## config.mk

```make
export PLATFORM = sky130hd
export DESIGN_NAME = adv_uuid_filter_best_rssi
export DESIGN_NICKNAME = d
export VERILOG_FILES = /design/src/hw/rtl/aufbr_pkg.sv /design/src/hw/rtl/adv_uuid_filter_best_rssi.sv /design/src/hw/rtl/aufbr_front.sv /design/src/hw/rtl/aufbr_back.sv
export SDC_FILE = /design/constraint.sdc
export NUM_CORES = 1
export LEC_CHECK = 0
export ABC_CLOCK_PERIOD_IN_PS = 10200
export BUFFER_PORTS_ARGS = -buffer_cell sky130_fd_sc_hd__buf_4
export CAP_MARGIN = 20
export CORE_MARGIN = 1.5
export CORE_UTILIZATION = 40
export DETAILED_ROUTE_END_ITERATION = 12
export GPL_ROUTABILITY_DRIVEN = 0
export PLACE_DENSITY_LB_ADDON = 0.15
export SYNTH_ARGS = -nofsm -noshare
export SYNTH_HDL_FRONTEND = slang
export SYNTH_SLANG_ARGS = --single-unit
export TNS_END_PERCENT = 100
```

## constraint.sdc

```tcl
create_clock -name clk -period 10.2 [get_ports clk]
set_clock_uncertainty 0.15 [all_clocks]
set_input_delay 0.51 -clock clk [delete_from_list [all_inputs] [get_ports clk]]
set_output_delay 0.51 -clock clk [all_outputs]
set_load 0.02 [all_outputs]
```

## src/hw/rtl/aufbr_pkg.sv

```systemverilog
// Shared types and constants of the advertising UUID filter.
// Used by the front queue, the back executor, the top level and the checker.
package aufbr_pkg;

	// Device table size and the widths derived from it.
	localparam int MAX_DEVICES = 10;
	localparam int CNT_W = $clog2(MAX_DEVICES + 1);
	localparam int IDX_W = (MAX_DEVICES > 1) ? $clog2(MAX_DEVICES) : 1;
	localparam logic [CNT_W-1:0] MAX_CNT = CNT_W'(MAX_DEVICES);

	// Queue between front and back.
	localparam int QUEUE_DEPTH = 2;
	localparam int QPTR_W = (QUEUE_DEPTH > 1) ? $clog2(QUEUE_DEPTH) : 1;
	localparam int QCNT_W = $clog2(QUEUE_DEPTH + 1);

	// UUID chunk handling.
	localparam int CHUNK_BYTES = 16;
	localparam logic [3:0] CHUNK_LAST = 4'(CHUNK_BYTES - 1);
	localparam logic [7:0] AD_TYPE_UUID128 = 8'h07;
	localparam logic [2:0] ADV_CONN_UNDIRECTED = 3'd0;

	// Stream widths.
	localparam int IN_TDATA_W = 80;
	localparam int OUT_TDATA_W = 64;

	// Configuration register indexes.
	localparam logic REG_UUID_LOW = 1'b0;
	localparam logic REG_UUID_HIGH = 1'b1;

	typedef enum logic [1:0] {
		KIND_CLEAR = 2'd0,
		KIND_BYTE = 2'd1,
		KIND_SELECT = 2'd2,
		KIND_UNUSED = 2'd3
	} kind_t;

	typedef enum logic [2:0] {
		ST_RECORDED = 3'd0,
		ST_NOMATCH = 3'd1,
		ST_IGNORED = 3'd2,
		ST_MALFORMED = 3'd3,
		ST_SELECTED = 3'd4,
		ST_NONE = 3'd5,
		ST_CLEARED = 3'd6
	} status_t;

	typedef enum logic [1:0] {
		PH_LEN = 2'd0,
		PH_TYPE = 2'd1,
		PH_DATA = 2'd2
	} phase_t;

	typedef enum logic [0:0] {
		BK_RUN = 1'b0,
		BK_SCAN = 1'b1
	} back_state_t;

	typedef struct packed {
		kind_t kind;
		logic [7:0] ad_byte;
		logic [4:0] report_length;
		logic last_byte;
		logic [2:0] adv_type;
		logic [7:0] rssi;
		logic [47:0] dev_addr;
		logic dev_addr_type;
	} item_t;

	// Head of the queue as seen by the back part.
	typedef struct packed {
		logic valid;
		item_t item;
	} qhead_t;

	typedef struct packed {
		logic [7:0] rssi;
		logic [47:0] addr;
		logic addr_type;
	} entry_t;

	typedef struct packed {
		status_t status;
		logic [47:0] best_addr;
		logic best_addr_type;
		logic [7:0] best_rssi;
		logic [3:0] device_count;
	} result_t;

	// Per-report parser state.
	typedef struct packed {
		phase_t phase;
		logic [4:0] left;
		logic [4:0] consumed;
		logic [3:0] chunk_pos;
		logic chunk_eq;
		logic uuid_act;
		logic finished;
		status_t outcome;
	} parse_t;

	localparam parse_t PARSE_RESET = '{
		phase: PH_LEN,
		left: 5'd0,
		consumed: 5'd0,
		chunk_pos: 4'd0,
		chunk_eq: 1'b1,
		uuid_act: 1'b0,
		finished: 1'b0,
		outcome: ST_NOMATCH
	};

endpackage

```

## src/hw/rtl/adv_uuid_filter_best_rssi.sv

```systemverilog
// Advertising UUID filter, top level. A payload byte, clear or empty select
// gives its result from the output register after passing through the queue; one byte per cycle
// is sustained while the output is not stalled. A select on a non-empty table scans the table
// memory one entry per cycle and then answers, holding later items in the queue meanwhile.
// Reset (arst_n low) empties the table, restarts the parser and zeroes the UUID.
module adv_uuid_filter_best_rssi (
	input  logic clk,
	input  logic arst_n,
	input  logic cfg_we,
	input  logic cfg_index,
	input  logic [63:0] cfg_wdata,
	input  logic s_axis_tvalid,
	output logic s_axis_tready,
	// ad_byte[7:0], report_length[12:8], adv_type[15:13], rssi[23:16],
	// dev_addr[71:24], dev_addr_type[72], zero fill above
	input  logic [aufbr_pkg::IN_TDATA_W-1:0] s_axis_tdata,
	// kind[1:0]
	input  logic [1:0] s_axis_tuser,
	input  logic s_axis_tlast,
	output logic m_axis_tvalid,
	input  logic m_axis_tready,
	// best_addr[47:0], best_addr_type[48], best_rssi[56:49], device_count[60:57],
	// zero fill above
	output logic [aufbr_pkg::OUT_TDATA_W-1:0] m_axis_tdata,
	// status[2:0]
	output logic [2:0] m_axis_tuser
);

	aufbr_pkg::qhead_t head;
	logic pop;
	aufbr_pkg::result_t result;

	aufbr_front u_front (
		.clk(clk),
		.arst_n(arst_n),
		.s_axis_tvalid(s_axis_tvalid),
		.s_axis_tready(s_axis_tready),
		.s_axis_tdata(s_axis_tdata),
		.s_axis_tuser(s_axis_tuser),
		.s_axis_tlast(s_axis_tlast),
		.head(head),
		.pop(pop)
	);

	aufbr_back u_back (
		.clk(clk),
		.arst_n(arst_n),
		.cfg_we(cfg_we),
		.cfg_index(cfg_index),
		.cfg_wdata(cfg_wdata),
		.head(head),
		.pop(pop),
		.m_axis_tvalid(m_axis_tvalid),
		.m_axis_tready(m_axis_tready),
		.result(result)
	);

	// Pack the result transfer.
	assign m_axis_tdata = {3'b000, result.device_count, result.best_rssi,
		result.best_addr_type, result.best_addr};
	assign m_axis_tuser = result.status;

endmodule

```

## src/hw/rtl/aufbr_front.sv

```systemverilog
// Front part of the advertising UUID filter: accepts stream transfers,
// decodes them into items and holds them in a short queue. Uses aufbr_pkg.
module aufbr_front (
	input  logic clk,
	input  logic arst_n,
	input  logic s_axis_tvalid,
	output logic s_axis_tready,
	// ad_byte[7:0], report_length[12:8], adv_type[15:13], rssi[23:16],
	// dev_addr[71:24], dev_addr_type[72], zero fill above
	input  logic [aufbr_pkg::IN_TDATA_W-1:0] s_axis_tdata,
	// kind[1:0]
	input  logic [1:0] s_axis_tuser,
	input  logic s_axis_tlast,
	output aufbr_pkg::qhead_t head,
	input  logic pop
);

	aufbr_pkg::item_t mem_q [aufbr_pkg::QUEUE_DEPTH];
	logic [aufbr_pkg::QPTR_W-1:0] wr_ptr_q;
	logic [aufbr_pkg::QPTR_W-1:0] rd_ptr_q;
	logic [aufbr_pkg::QCNT_W-1:0] cnt_q;
	aufbr_pkg::item_t in_item;
	logic push;
	logic do_pop;

	// Unpack the transfer into item fields.
	always_comb begin
		in_item.kind = aufbr_pkg::kind_t'(s_axis_tuser);
		in_item.ad_byte = s_axis_tdata[7:0];
		in_item.report_length = s_axis_tdata[12:8];
		in_item.last_byte = s_axis_tlast;
		in_item.adv_type = s_axis_tdata[15:13];
		in_item.rssi = s_axis_tdata[23:16];
		in_item.dev_addr = s_axis_tdata[71:24];
		in_item.dev_addr_type = s_axis_tdata[72];
	end

	// Unused kind codes are taken and dropped here; they never reach the back.
	assign s_axis_tready = (cnt_q != aufbr_pkg::QCNT_W'(aufbr_pkg::QUEUE_DEPTH));
	assign push = s_axis_tvalid && s_axis_tready && (in_item.kind != aufbr_pkg::KIND_UNUSED);
	assign do_pop = pop && (cnt_q != '0);

	assign head.valid = (cnt_q != '0);
	assign head.item = mem_q[rd_ptr_q];

	// Queue storage.
	always_ff @(posedge clk) begin
		if (push) begin
			mem_q[wr_ptr_q] <= in_item;
		end
	end

	// Queue pointers and fill count.
	always_ff @(posedge clk or negedge arst_n) begin
		if (!arst_n) begin
			wr_ptr_q <= '0;
			rd_ptr_q <= '0;
			cnt_q <= '0;
		end else begin
			if (push) begin
				if (wr_ptr_q == aufbr_pkg::QPTR_W'(aufbr_pkg::QUEUE_DEPTH - 1)) begin
					wr_ptr_q <= '0;
				end else begin
					wr_ptr_q <= wr_ptr_q + 1'b1;
				end
			end
			if (do_pop) begin
				if (rd_ptr_q == aufbr_pkg::QPTR_W'(aufbr_pkg::QUEUE_DEPTH - 1)) begin
					rd_ptr_q <= '0;
				end else begin
					rd_ptr_q <= rd_ptr_q + 1'b1;
				end
			end
			if (push && !do_pop) begin
				cnt_q <= cnt_q + 1'b1;
			end else if (!push && do_pop) begin
				cnt_q <= cnt_q - 1'b1;
			end
		end
	end

endmodule

```

## src/hw/rtl/aufbr_back.sv

```systemverilog
// Back part of the advertising UUID filter: LTV parser, device table memory,
// strongest-entry scan and the output register. Uses aufbr_pkg.
module aufbr_back (
	input  logic clk,
	input  logic arst_n,
	input  logic cfg_we,
	input  logic cfg_index,
	input  logic [63:0] cfg_wdata,
	input  aufbr_pkg::qhead_t head,
	output logic pop,
	output logic m_axis_tvalid,
	input  logic m_axis_tready,
	output aufbr_pkg::result_t result
);

	logic [63:0] uuid_low_q;
	logic [63:0] uuid_high_q;
	aufbr_pkg::back_state_t state_q;
	aufbr_pkg::back_state_t state_n;
	aufbr_pkg::parse_t prs_q;
	aufbr_pkg::parse_t prs_n;
	logic [aufbr_pkg::CNT_W-1:0] count_q;
	logic [aufbr_pkg::CNT_W-1:0] count_n;
	aufbr_pkg::entry_t mem_q [aufbr_pkg::MAX_DEVICES];
	logic [aufbr_pkg::CNT_W-1:0] rd_idx_q;
	logic rd_vld_q;
	logic rd_first_q;
	aufbr_pkg::entry_t rd_data_q;
	aufbr_pkg::entry_t best_q;
	logic out_valid_q;
	aufbr_pkg::result_t out_q;
	logic out_free;
	logic scan_rd;
	logic scan_done;
	logic record;
	logic pop_clear;
	logic pop_byte;
	logic pop_select;
	logic emit;
	aufbr_pkg::result_t emit_res;
	aufbr_pkg::item_t it;
	logic [127:0] uuid_all;
	logic [7:0] uuid_b;

	assign it = head.item;
	assign uuid_all = {uuid_high_q, uuid_low_q};
	assign uuid_b = uuid_all[{prs_q.chunk_pos, 3'b000} +: 8];
	assign out_free = !out_valid_q || m_axis_tready;

	// Configuration registers.
	always_ff @(posedge clk or negedge arst_n) begin
		if (!arst_n) begin
			uuid_low_q <= '0;
			uuid_high_q <= '0;
		end else if (cfg_we) begin
			unique case (cfg_index)
				aufbr_pkg::REG_UUID_LOW: uuid_low_q <= cfg_wdata;
				aufbr_pkg::REG_UUID_HIGH: uuid_high_q <= cfg_wdata;
				default: ;
			endcase
		end
	end

	// Scan sequencer: next state.
	always_comb begin
		state_n = state_q;
		unique case (state_q)
			aufbr_pkg::BK_RUN: begin
				if (head.valid && out_free && (it.kind == aufbr_pkg::KIND_SELECT)
						&& (count_q != '0)) begin
					state_n = aufbr_pkg::BK_SCAN;
				end
			end
			aufbr_pkg::BK_SCAN: begin
				if ((rd_idx_q == count_q) && !rd_vld_q) begin
					state_n = aufbr_pkg::BK_RUN;
				end
			end
			default: state_n = aufbr_pkg::BK_RUN;
		endcase
	end

	// Scan sequencer: outputs.
	always_comb begin
		pop = 1'b0;
		scan_rd = 1'b0;
		scan_done = 1'b0;
		unique case (state_q)
			aufbr_pkg::BK_RUN: pop = head.valid && out_free;
			aufbr_pkg::BK_SCAN: begin
				scan_rd = (rd_idx_q < count_q);
				scan_done = (rd_idx_q == count_q) && !rd_vld_q;
			end
			default: ;
		endcase
	end

	assign pop_clear = pop && (it.kind == aufbr_pkg::KIND_CLEAR);
	assign pop_byte = pop && (it.kind == aufbr_pkg::KIND_BYTE);
	assign pop_select = pop && (it.kind == aufbr_pkg::KIND_SELECT);

	// Parser step for one payload byte.
	always_comb begin
		logic [4:0] left;
		logic [4:0] left_dec;
		logic eq_n;
		logic stop;
		prs_n = prs_q;
		record = 1'b0;
		stop = 1'b0;
		eq_n = 1'b0;
		left = (prs_q.consumed < it.report_length) ? (it.report_length - prs_q.consumed) : 5'd0;
		left_dec = prs_q.left - 5'd1;
		if (prs_q.consumed != 5'd31) begin
			prs_n.consumed = prs_q.consumed + 5'd1;
		end
		// Eligibility is judged on the first byte of a report.
		if ((prs_q.consumed == 5'd0) && ((it.adv_type != aufbr_pkg::ADV_CONN_UNDIRECTED)
				|| (count_q >= aufbr_pkg::MAX_CNT))) begin
			prs_n.finished = 1'b1;
			prs_n.outcome = aufbr_pkg::ST_IGNORED;
		end else if (!prs_q.finished) begin
			unique case (prs_q.phase)
				aufbr_pkg::PH_LEN: begin
					if (left <= 5'd1) begin
						prs_n.finished = 1'b1;
						prs_n.outcome = aufbr_pkg::ST_NOMATCH;
					end else if (it.ad_byte == 8'd0) begin
						prs_n.finished = 1'b1;
						prs_n.outcome = aufbr_pkg::ST_NOMATCH;
					end else if (it.ad_byte > ({3'b000, left} - 8'd1)) begin
						prs_n.finished = 1'b1;
						prs_n.outcome = aufbr_pkg::ST_MALFORMED;
					end else begin
						prs_n.left = it.ad_byte[4:0];
						prs_n.phase = aufbr_pkg::PH_TYPE;
					end
				end
				aufbr_pkg::PH_TYPE: begin
					prs_n.uuid_act = (it.ad_byte == aufbr_pkg::AD_TYPE_UUID128);
					prs_n.left = left_dec;
					prs_n.chunk_pos = 4'd0;
					prs_n.chunk_eq = 1'b1;
					prs_n.phase = (left_dec == 5'd0) ? aufbr_pkg::PH_LEN : aufbr_pkg::PH_DATA;
				end
				aufbr_pkg::PH_DATA: begin
					if (prs_q.uuid_act) begin
						eq_n = prs_q.chunk_eq && (it.ad_byte == uuid_b);
						if (prs_q.chunk_pos == aufbr_pkg::CHUNK_LAST) begin
							if (eq_n && (count_q < aufbr_pkg::MAX_CNT)) begin
								record = 1'b1;
								stop = 1'b1;
								prs_n.finished = 1'b1;
								prs_n.outcome = aufbr_pkg::ST_RECORDED;
							end else begin
								prs_n.chunk_pos = 4'd0;
								prs_n.chunk_eq = 1'b1;
							end
						end else begin
							prs_n.chunk_pos = prs_q.chunk_pos + 4'd1;
							prs_n.chunk_eq = eq_n;
						end
					end
					// A recorded match leaves the remaining field count untouched.
					if (!stop) begin
						if (prs_q.left != 5'd0) begin
							prs_n.left = left_dec;
							if (left_dec == 5'd0) begin
								prs_n.phase = aufbr_pkg::PH_LEN;
							end
						end else begin
							prs_n.phase = aufbr_pkg::PH_LEN;
						end
					end
				end
				default: ;
			endcase
		end
	end

	// Table count after the popped item.
	always_comb begin
		count_n = count_q;
		if (pop_clear) begin
			count_n = '0;
		end else if (pop_byte && record) begin
			count_n = count_q + 1'b1;
		end
	end

	// Result produced by the popped item or by the end of a scan.
	always_comb begin
		emit = 1'b0;
		emit_res.status = aufbr_pkg::ST_NOMATCH;
		emit_res.best_addr = '0;
		emit_res.best_addr_type = 1'b0;
		emit_res.best_rssi = '0;
		emit_res.device_count = 4'(count_n);
		if (scan_done) begin
			emit = 1'b1;
			emit_res.status = aufbr_pkg::ST_SELECTED;
			emit_res.best_addr = best_q.addr;
			emit_res.best_addr_type = best_q.addr_type;
			emit_res.best_rssi = best_q.rssi;
		end else if (pop_clear) begin
			emit = 1'b1;
			emit_res.status = aufbr_pkg::ST_CLEARED;
		end else if (pop_byte && it.last_byte) begin
			emit = 1'b1;
			emit_res.status = prs_n.finished ? prs_n.outcome : aufbr_pkg::ST_NOMATCH;
		end else if (pop_select && (count_q == '0)) begin
			emit = 1'b1;
			emit_res.status = aufbr_pkg::ST_NONE;
		end
	end

	// Control state: sequencer, parser, table count, scan flags, output valid.
	always_ff @(posedge clk or negedge arst_n) begin
		if (!arst_n) begin
			state_q <= aufbr_pkg::BK_RUN;
			prs_q <= aufbr_pkg::PARSE_RESET;
			count_q <= '0;
			rd_idx_q <= '0;
			rd_vld_q <= 1'b0;
			rd_first_q <= 1'b0;
			out_valid_q <= 1'b0;
		end else begin
			state_q <= state_n;
			count_q <= count_n;
			if (pop_clear) begin
				prs_q <= aufbr_pkg::PARSE_RESET;
			end else if (pop_byte) begin
				prs_q <= it.last_byte ? aufbr_pkg::PARSE_RESET : prs_n;
			end
			if (pop_select) begin
				rd_idx_q <= '0;
				rd_vld_q <= 1'b0;
			end else if (state_q == aufbr_pkg::BK_SCAN) begin
				rd_vld_q <= scan_rd;
				rd_first_q <= (rd_idx_q == '0);
				if (scan_rd) begin
					rd_idx_q <= rd_idx_q + 1'b1;
				end
			end
			if (emit) begin
				out_valid_q <= 1'b1;
			end else if (m_axis_tready) begin
				out_valid_q <= 1'b0;
			end
		end
	end

	// Device table memory: one write port, one registered read port.
	always_ff @(posedge clk) begin
		if (pop_byte && record) begin
			mem_q[count_q[aufbr_pkg::IDX_W-1:0]] <= '{rssi: it.rssi, addr: it.dev_addr,
				addr_type: it.dev_addr_type};
		end
		if (scan_rd) begin
			rd_data_q <= mem_q[rd_idx_q[aufbr_pkg::IDX_W-1:0]];
		end
	end

	// Best entry so far; ties keep the earlier entry.
	always_ff @(posedge clk) begin
		if (rd_vld_q && (rd_first_q || ($signed(rd_data_q.rssi) > $signed(best_q.rssi)))) begin
			best_q <= rd_data_q;
		end
	end

	// Output register.
	always_ff @(posedge clk) begin
		if (emit) begin
			out_q <= emit_res;
		end
	end

	assign m_axis_tvalid = out_valid_q;
	assign result = out_q;

endmodule

```

==> flow_metrics.env, run 1 <==
export IMPL_critPathArrivalTime_ps=6410
export IMPL_grt_pass1_vias=22960
export IMPL_ys_ff_latch=1066
export IMPL_multi_input_area_um2=10300
export IMPL_max_freq_mhz=159.8
export IMPL_endpoint_kind="flop"
export IMPL_routedWlPerCell_um=22.54
export IMPL_finalNetCount=2839
export IMPL_clk_path_buf_depth=3
export IMPL_fillerInstances=8620
export IMPL_synth_async_reset_ratio=0.1557
export IMPL_synth_seq_area_share=0.7420
export IMPL_first_pass_iters=5
export IMPL_cts_htree_levels=3
export IMPL_die_w_um=327.1
export IMPL_fin_tns_setup_ps=0
export IMPL_synthFlopType="edfxtp_1"
export IMPL_tritoncts="built"
export IMPL_core_area_um2=103800
export IMPL_required_ps=10350
export IMPL_die_y_um=327.1
export IMPL_critPathMaxFanout=43
export IMPL_hpwl_um=51860
export IMPL_clock_latency_ps=690
export IMPL_fin_crit_ps=6257
export IMPL_synth_edf_count=900
export IMPL_antenna_found_initial=1
export IMPL_rsz0062_at_grt="no"
export IMPL_synth_area_um2=42020
export IMPL_avgSynthCellArea_um2=18.74
export IMPL_grt_usage=0.1748
export IMPL_port_buffers=211
export IMPL_overflow=0
export IMPL_power_density_nw_per_um2=231.0
export IMPL_hold_class="in -> reg"
export IMPL_ios=222
export IMPL_area_delta_synth_final_pct=20.23
export IMPL_syn_inst=2243
export IMPL_drive_above_1_share=0.2867
export IMPL_dieArea_um2=107000
export IMPL_grt_pass1_wl_um=140600
export IMPL_fin_crit_sh=0.6134
export IMPL_initial_utilization=0.4049
export IMPL_via_count=21440
export IMPL_regArea_um2=31200
export IMPL_power_leakage_nw=17.23
export IMPL_path_clk_slew_ps=60
export IMPL_viasPerCell=5.205
export IMPL_vdd_drop_max_v=0.0001478
export IMPL_start_kind="flop"
export IMPL_finalSetupViolations=0
export IMPL_tightest_slew_ps=1120
export IMPL_slew_headroom=0.2530
export IMPL_synth_top_area_cell="edfxtp_1"
export IMPL_place_area_um2=45260
export IMPL_yosys_top_cells_area="edfxtp_1 64%, dfrtp_1 9.8%, mux4_2 7.3%"
export IMPL_hold_viol=0
export IMPL_outcome="complete, no violations"
export IMPL_slew_viol_final=0
export IMPL_drtIter0Drc=1569
export IMPL_ant_nets=0
export IMPL_final_area_um2=50520
export IMPL_maxCapViolCount=0
export IMPL_synth_cell_types=71
export IMPL_drc=0
export IMPL_synth_top_area_frac=0.6431
export IMPL_cts_root_buf="clkbuf_16"
export IMPL_numCtsBuffers=113
export IMPL_routed_wl_um=92840
export IMPL_critical_path_class="reg -> reg"
export IMPL_ys_warn_count=0
export IMPL_cts_sinks=1066
export IMPL_num_rows=118
export IMPL_grt_max_degree=95
layer usage:
layer | share of wire | global-route usage
met1 | 0.45 | 0.2401
met2 | 0.49 | 0.2891
met3 | 0.040 | 0.02646
met4 | 0.021 | 0.05143
met5 | 0 | 0
sequential cells by signal, indices dropped and copies added, names as in the netlist:
name                  cells
u_front.cnt_q             2
u_front.wr_ptr_q          1
u_back.result            64
u_back.rd_vld_q           1
u_back.count_q            4
u_back.uuid_low_q        64
u_back.m_axis_tvalid      1
u_front.mem_q           152
u_back.prs_q             22
u_front.rd_ptr_q          1
u_back.mem_q            570
u_back.best_q            57
u_back.rd_idx_q           4
u_back.state_q            1
u_back.uuid_high_q       64
u_back.rd_data_q         57
u_back.rd_first_q         1
worst paths after layout:
kind,start,endpoint,slack [ps],depth (start not counted)
max,u_back.prs_q[6]$_DFFE_PN0P_,u_back.mem_q[6][33]$_DFFE_PP_,3940,11
max in group asynchronous,arst_n,u_back.prs_q[6]$_DFFE_PN0P_,7940,3
max reg2reg,u_back.prs_q[6]$_DFFE_PN0P_,u_back.mem_q[6][33]$_DFFE_PP_,3940,11
min in group asynchronous,arst_n,u_back.m_axis_tvalid$_DFFE_PN0P_,390,2
min reg2reg,u_back.rd_data_q[30]$_DFFE_PP_,u_back.best_q[30]$_DFFE_PP_,270,0
min,s_axis_tvalid,u_front.wr_ptr_q$_DFFE_PN0P_,80,3
repair_timing:
item,in CTS,in global routing
resized for setup,0,0
endpoints found under the hold margin,369,0
buffers inserted,0,0
setup endpoints to repair,0,0
hold buffers,141,0
synth_stat cells, types with 19 or more instances:
library cell,instances
clkbuf_1,75
buf_1,19
inv_1,46
nor2b_1,69
mux4_2,137
a21oi_1,79
nor2_1,51
mux2i_1,97
ha_1,44
and2_1,59
mux2_2,195
nor3_1,19
dfrtp_1,164
nand2_1,30
edfxtp_1,900
o21ai_0,20
a211oi_1,58
cells by family after synthesis:
kind of cell	synth area share
buffers and inverters	0.01515
AO/OA/AOI/OAI	0.03463
flip-flops	0.7420
other	0.00008924
adder cells (fa/ha/maj)	0.01358
AND/OR/NAND/NOR	0.03936
multiplexers	0.1493
XOR/XNOR	0.005836
power by group:
part	switching, mW	total, mW	internal, mW
sequential	0.175	5.55	5.37
clock	1.68	4.12	2.44
combinational	1.23	2.00	0.779
total	3.09	11.7	8.59
through the flow:
stage / worst slack [ps] / total power, mW / hold WS [ps] / std cells / utilization
after floorplan: 1485 / 6.864 / 64.41 / 2245 / -
after global placement: 3989 / 7.543 / 252.2 / 3763 / 0.4360
after detailed placement: 3898 / 7.611 / 254.5 / 3763 / 0.4360
after CTS: 3888 / 11.81 / 35.37 / 4116 / 0.4862
after global routing: 3570 / 12.18 / 53.56 / 4118 / 0.4868
final: 3943 / 11.67 / 84.07 / 4119 / 0.4868
critical path, stage by stage (launching register included):
cell and delay, ps:
dfrtp_2 770, buf_4 550, mux4_2 580, mux2i_1 340, xnor2_1 110, mux2i_1 220
nand4_1 260, nor4_4 490, nand4_1 670, nor2_1 490, and2_4 420, buf_4 730
cell usage in the layout (no fill, tap or decap), types with 46 or more instances in the layout:
| cell type | n |
|---|---|
| clkbuf_16 | 118 |
| and2_1 | 54 |
| dfrtp_1 | 158 |
| nor2_1 | 49 |
| edfxtp_1 | 900 |
| a211oi_1 | 58 |
| mux4_2 | 137 |
| mux2_2 | 195 |
| buf_4 | 243 |
| mux2i_1 | 97 |
| nor2b_1 | 68 |
| dlygate4sd3_1 | 141 |
| a21oi_1 | 79 |
| inv_1 | 46 |
cell type report:
type	instances	area share
flip-flops and latches	1066	0.6176
repair buffers	388	0.06575
diodes	1	0.00004953
multi-input cells	1025	0.2038
clock buffers	156	0.06365
well taps	1380	0.03418
clock inverters	56	0.01152
inverters	47	0.003492
(Power assumes the default switching activity.)
==> run 2, diff against run 1 <==
Settings changed: ABC_AREA from default to 1, ABC_CLOCK_PERIOD_IN_PS 10200 to 6500.
Clock period 10.2 ns to 6.5 ns, I/O delays scaled along.
==> run 2 against run 1 <==
Against the previous run: final cell count up 29%; non-clock buffer count grew 16; clock power grew 47%; highest routed layer unchanged; core utilization down 0.55 points; count of clock-buffer cells in the layout decreased by 14; synthesized area up 1.1%; setup slack worse by 2200 ps; sequential power is 72% higher; sequential cell count unchanged; power grew 91%; die area is 1.1% higher.
==> flow_metrics.env, run 2 <==
export IMPL_clk_path_buf_depth=3
export IMPL_die_y_um=328.8
export IMPL_synth_cell_types=51
export IMPL_viasPerCell=5.085
export IMPL_synth_async_reset_ratio=0.1557
export IMPL_cts_htree_levels=3
export IMPL_critPathArrivalTime_ps=5210
export IMPL_fin_crit_sh=0.7349
export IMPL_synth_edf_count=900
export IMPL_fin_crit_ps=4777
export IMPL_antenna_found_initial=1
export IMPL_top_register="u_back.mem_q"
export IMPL_layout_common_cells="900 x edfxtp_1, 524 x nand2_1, 500 x o21ai_0, 455 x nor2_1, 260 x inv_1"
export IMPL_synthAdderAreaFrac=0.01343
export IMPL_antennaDiodeCount=0
export IMPL_critPathMaxFanout=26
export IMPL_cts_sinks=1066
export IMPL_timing_hold_ws_ps=106.8
export IMPL_numCtsBuffers=111
export IMPL_final_area_um2=50660
export IMPL_grt_pass1_wl_um=159200
export IMPL_via_count=26970
export IMPL_holdBufCountCts=145
export IMPL_synth_most_common_cell="edfxtp_1"
export IMPL_synth_compound_area_frac=0.09516
export IMPL_synthMuxAreaShare=0.0004714
export IMPL_tightest_slew_ps=1008
export IMPL_hpwl_um=60180
export IMPL_place_area_um2=45700
export IMPL_drtIter0Drc=2171
export IMPL_rsz0062_at_grt="no"
export IMPL_post_cts_buffers=0
export IMPL_synth_common_cells="900 x edfxtp_1, 528 x nand2_1, 500 x o21ai_0"
export IMPL_power_leakage_nw=19.19
export IMPL_critical_path_class="reg -> reg"
export IMPL_crit_buf_inv=3
export IMPL_drc=0
export IMPL_yosys_top_cells_area="edfxtp_1 64%, dfrtp_1 9.7%, o21ai_0 5.9%"
export IMPL_reg_largest_list="u_back.mem_q x570, u_front.mem_q x152"
export IMPL_start_kind="flop"
export IMPL_grt_max_degree=147
export IMPL_grt_usage=0.1941
export IMPL_routedWlPerCell_um=19.84
export IMPL_ys_warn_count=0
export IMPL_largest_register_ffs=570
export IMPL_first_pass_iters=5
export IMPL_tritoncts="built"
export IMPL_hold_viol=0
export IMPL_cpMaxStageDelayCell="dfrtp_2"
export IMPL_synth_xor_area_frac=0.002475
export IMPL_outcome="complete, no violations"
export IMPL_endpoint_kind="flop"
export IMPL_hold_class="in -> reg"
export IMPL_required_ps=6930
export IMPL_max_freq_mhz=209.4
export IMPL_synthFlopType="edfxtp_1"
export IMPL_synth_top_family_by_area="simple AND/OR/NAND/NOR gates"
export IMPL_cts_resized=0
export IMPL_crit_top_cell="nand2_1"
export IMPL_ios=222
export IMPL_synthSimpleGateAreaFrac=0.1119
export IMPL_synth_top_area_frac=0.6364
export IMPL_die_w_um=328.8
export IMPL_path_clk_slew_ps=60
export IMPL_ys_ff_latch=1066
export IMPL_power_density_nw_per_um2=440.9
export IMPL_slew_headroom=0.3206
export IMPL_cts_root_buf="clkbuf_16"
export IMPL_dieArea_um2=108100
export IMPL_num_rows=119
export IMPL_final_common_cell="edfxtp_1"
export IMPL_finalNetCount=4014
export IMPL_overflow=0
export IMPL_fin_tns_setup_ps=0
export IMPL_avgSynthCellArea_um2=12.19
export IMPL_final_cells=5304
export IMPL_ant_nets=0
export IMPL_port_buffers=211
export IMPL_synth_top_area_cell="edfxtp_1"
export IMPL_initial_utilization=0.4034
export IMPL_grt_pass1_vias=25750
export IMPL_crit_family="simple AND/OR/NAND/NOR gates"
export IMPL_drive_above_1_share=0.1206
export IMPL_core_area_um2=105300
export IMPL_clock_latency_ps=700
export IMPL_routed_wl_um=105200
export IMPL_slew_viol_final=0
export IMPL_finalSetupViolations=0
export IMPL_synth_area_um2=42470
export IMPL_synth_seq_area_share=0.7342
export IMPL_vdd_drop_max_v=0.0003512
export IMPL_cp_slowest_stage_delay_ps=690
export IMPL_placed_cells=4948
export IMPL_syn_inst=3484
export IMPL_area_delta_synth_final_pct=19.29
export IMPL_maxCapViolCount=0
==> run 2: logic make-up (layout without fill, tap and decap cells) <==
family          count (synthesis)  after routing
mux                             2              2
simple gates                 1178           1178
flops                        1066           1066
buf+inv                       462            889
fa+ha+maj                      45             45
compound gates                718            718
xor+xnor                       12             12
other cells                     1              3
==> run 2: worst paths after layout <==
kind	start	to	slack, ps	cells past startpoint
setup / recovery	u_front.rd_ptr_q$_DFFE_PN0P_	u_back.prs_q[16]$_DFFE_PN0P_	1720	28
min in group asynchronous	arst_n	u_back.uuid_high_q[40]$_DFFE_PN0P_	550	4
hold / removal	cfg_index	u_back.uuid_high_q[29]$_DFFE_PN0P_	110	5
setup reg to reg	u_front.rd_ptr_q$_DFFE_PN0P_	u_back.prs_q[16]$_DFFE_PN0P_	1720	28
max in group asynchronous	arst_n	u_back.rd_idx_q[0]$_DFFE_PN0P_	4560	4
hold reg to reg	u_back.rd_data_q[38]$_DFFE_PP_	u_back.best_q[38]$_DFFE_PP_	240	0
==> run 2: where the power goes <==
group          internal (mW)  switching [mW]
sequential              9.10           0.446
combinational           1.93            4.80
clock                   3.40            2.66
==> run 2: stage by stage <==
stage | setup WS (ps) | util | total power [mW]
5_1_grt | 1237 | 0.4813 | 23.72
3_5_place_dp | 1690 | 0.4342 | 16.43
3_3_place_gp | 1707 | 0.4342 | 16.38
4_1_cts | 1679 | 0.4810 | 22.62
2_1_floorplan | 382.3 | - | 13.89
6_report | 1723 | 0.4813 | 22.33
==> run 2: layout make-up <==
type / instances / area, um2
Fill cell: 9407 / 54610
Sequential cell: 1066 / 31190
Multi-Input combinational cell: 1958 / 9633
Timing Repair Buffer: 404 / 3580
Clock buffer: 142 / 2944
Tap cell: 1391 / 1740
Inverter: 275 / 1046
Clock inverter: 68 / 524.3
==> run 2: per-layer routing <==
layer  up-vias  routed length [um]  GRT usage
li1      12900                   -          -
met1     13250               50410     0.2902
met2       697               47250     0.2988
met3       130                5626    0.02792
met4         0                1957    0.04548
met5         -                   0          0
==> run 2: worst register-to-register path: cells and delay by family (launching register included) <==
family | cells | cell delay (ps)
adders and majority gates | 2 | 650
AOI/OAI and AO/OA | 6 | 800
buffers and inverters | 3 | 470
and+or+nand+nor | 17 | 1940
DFF | 1 | 690
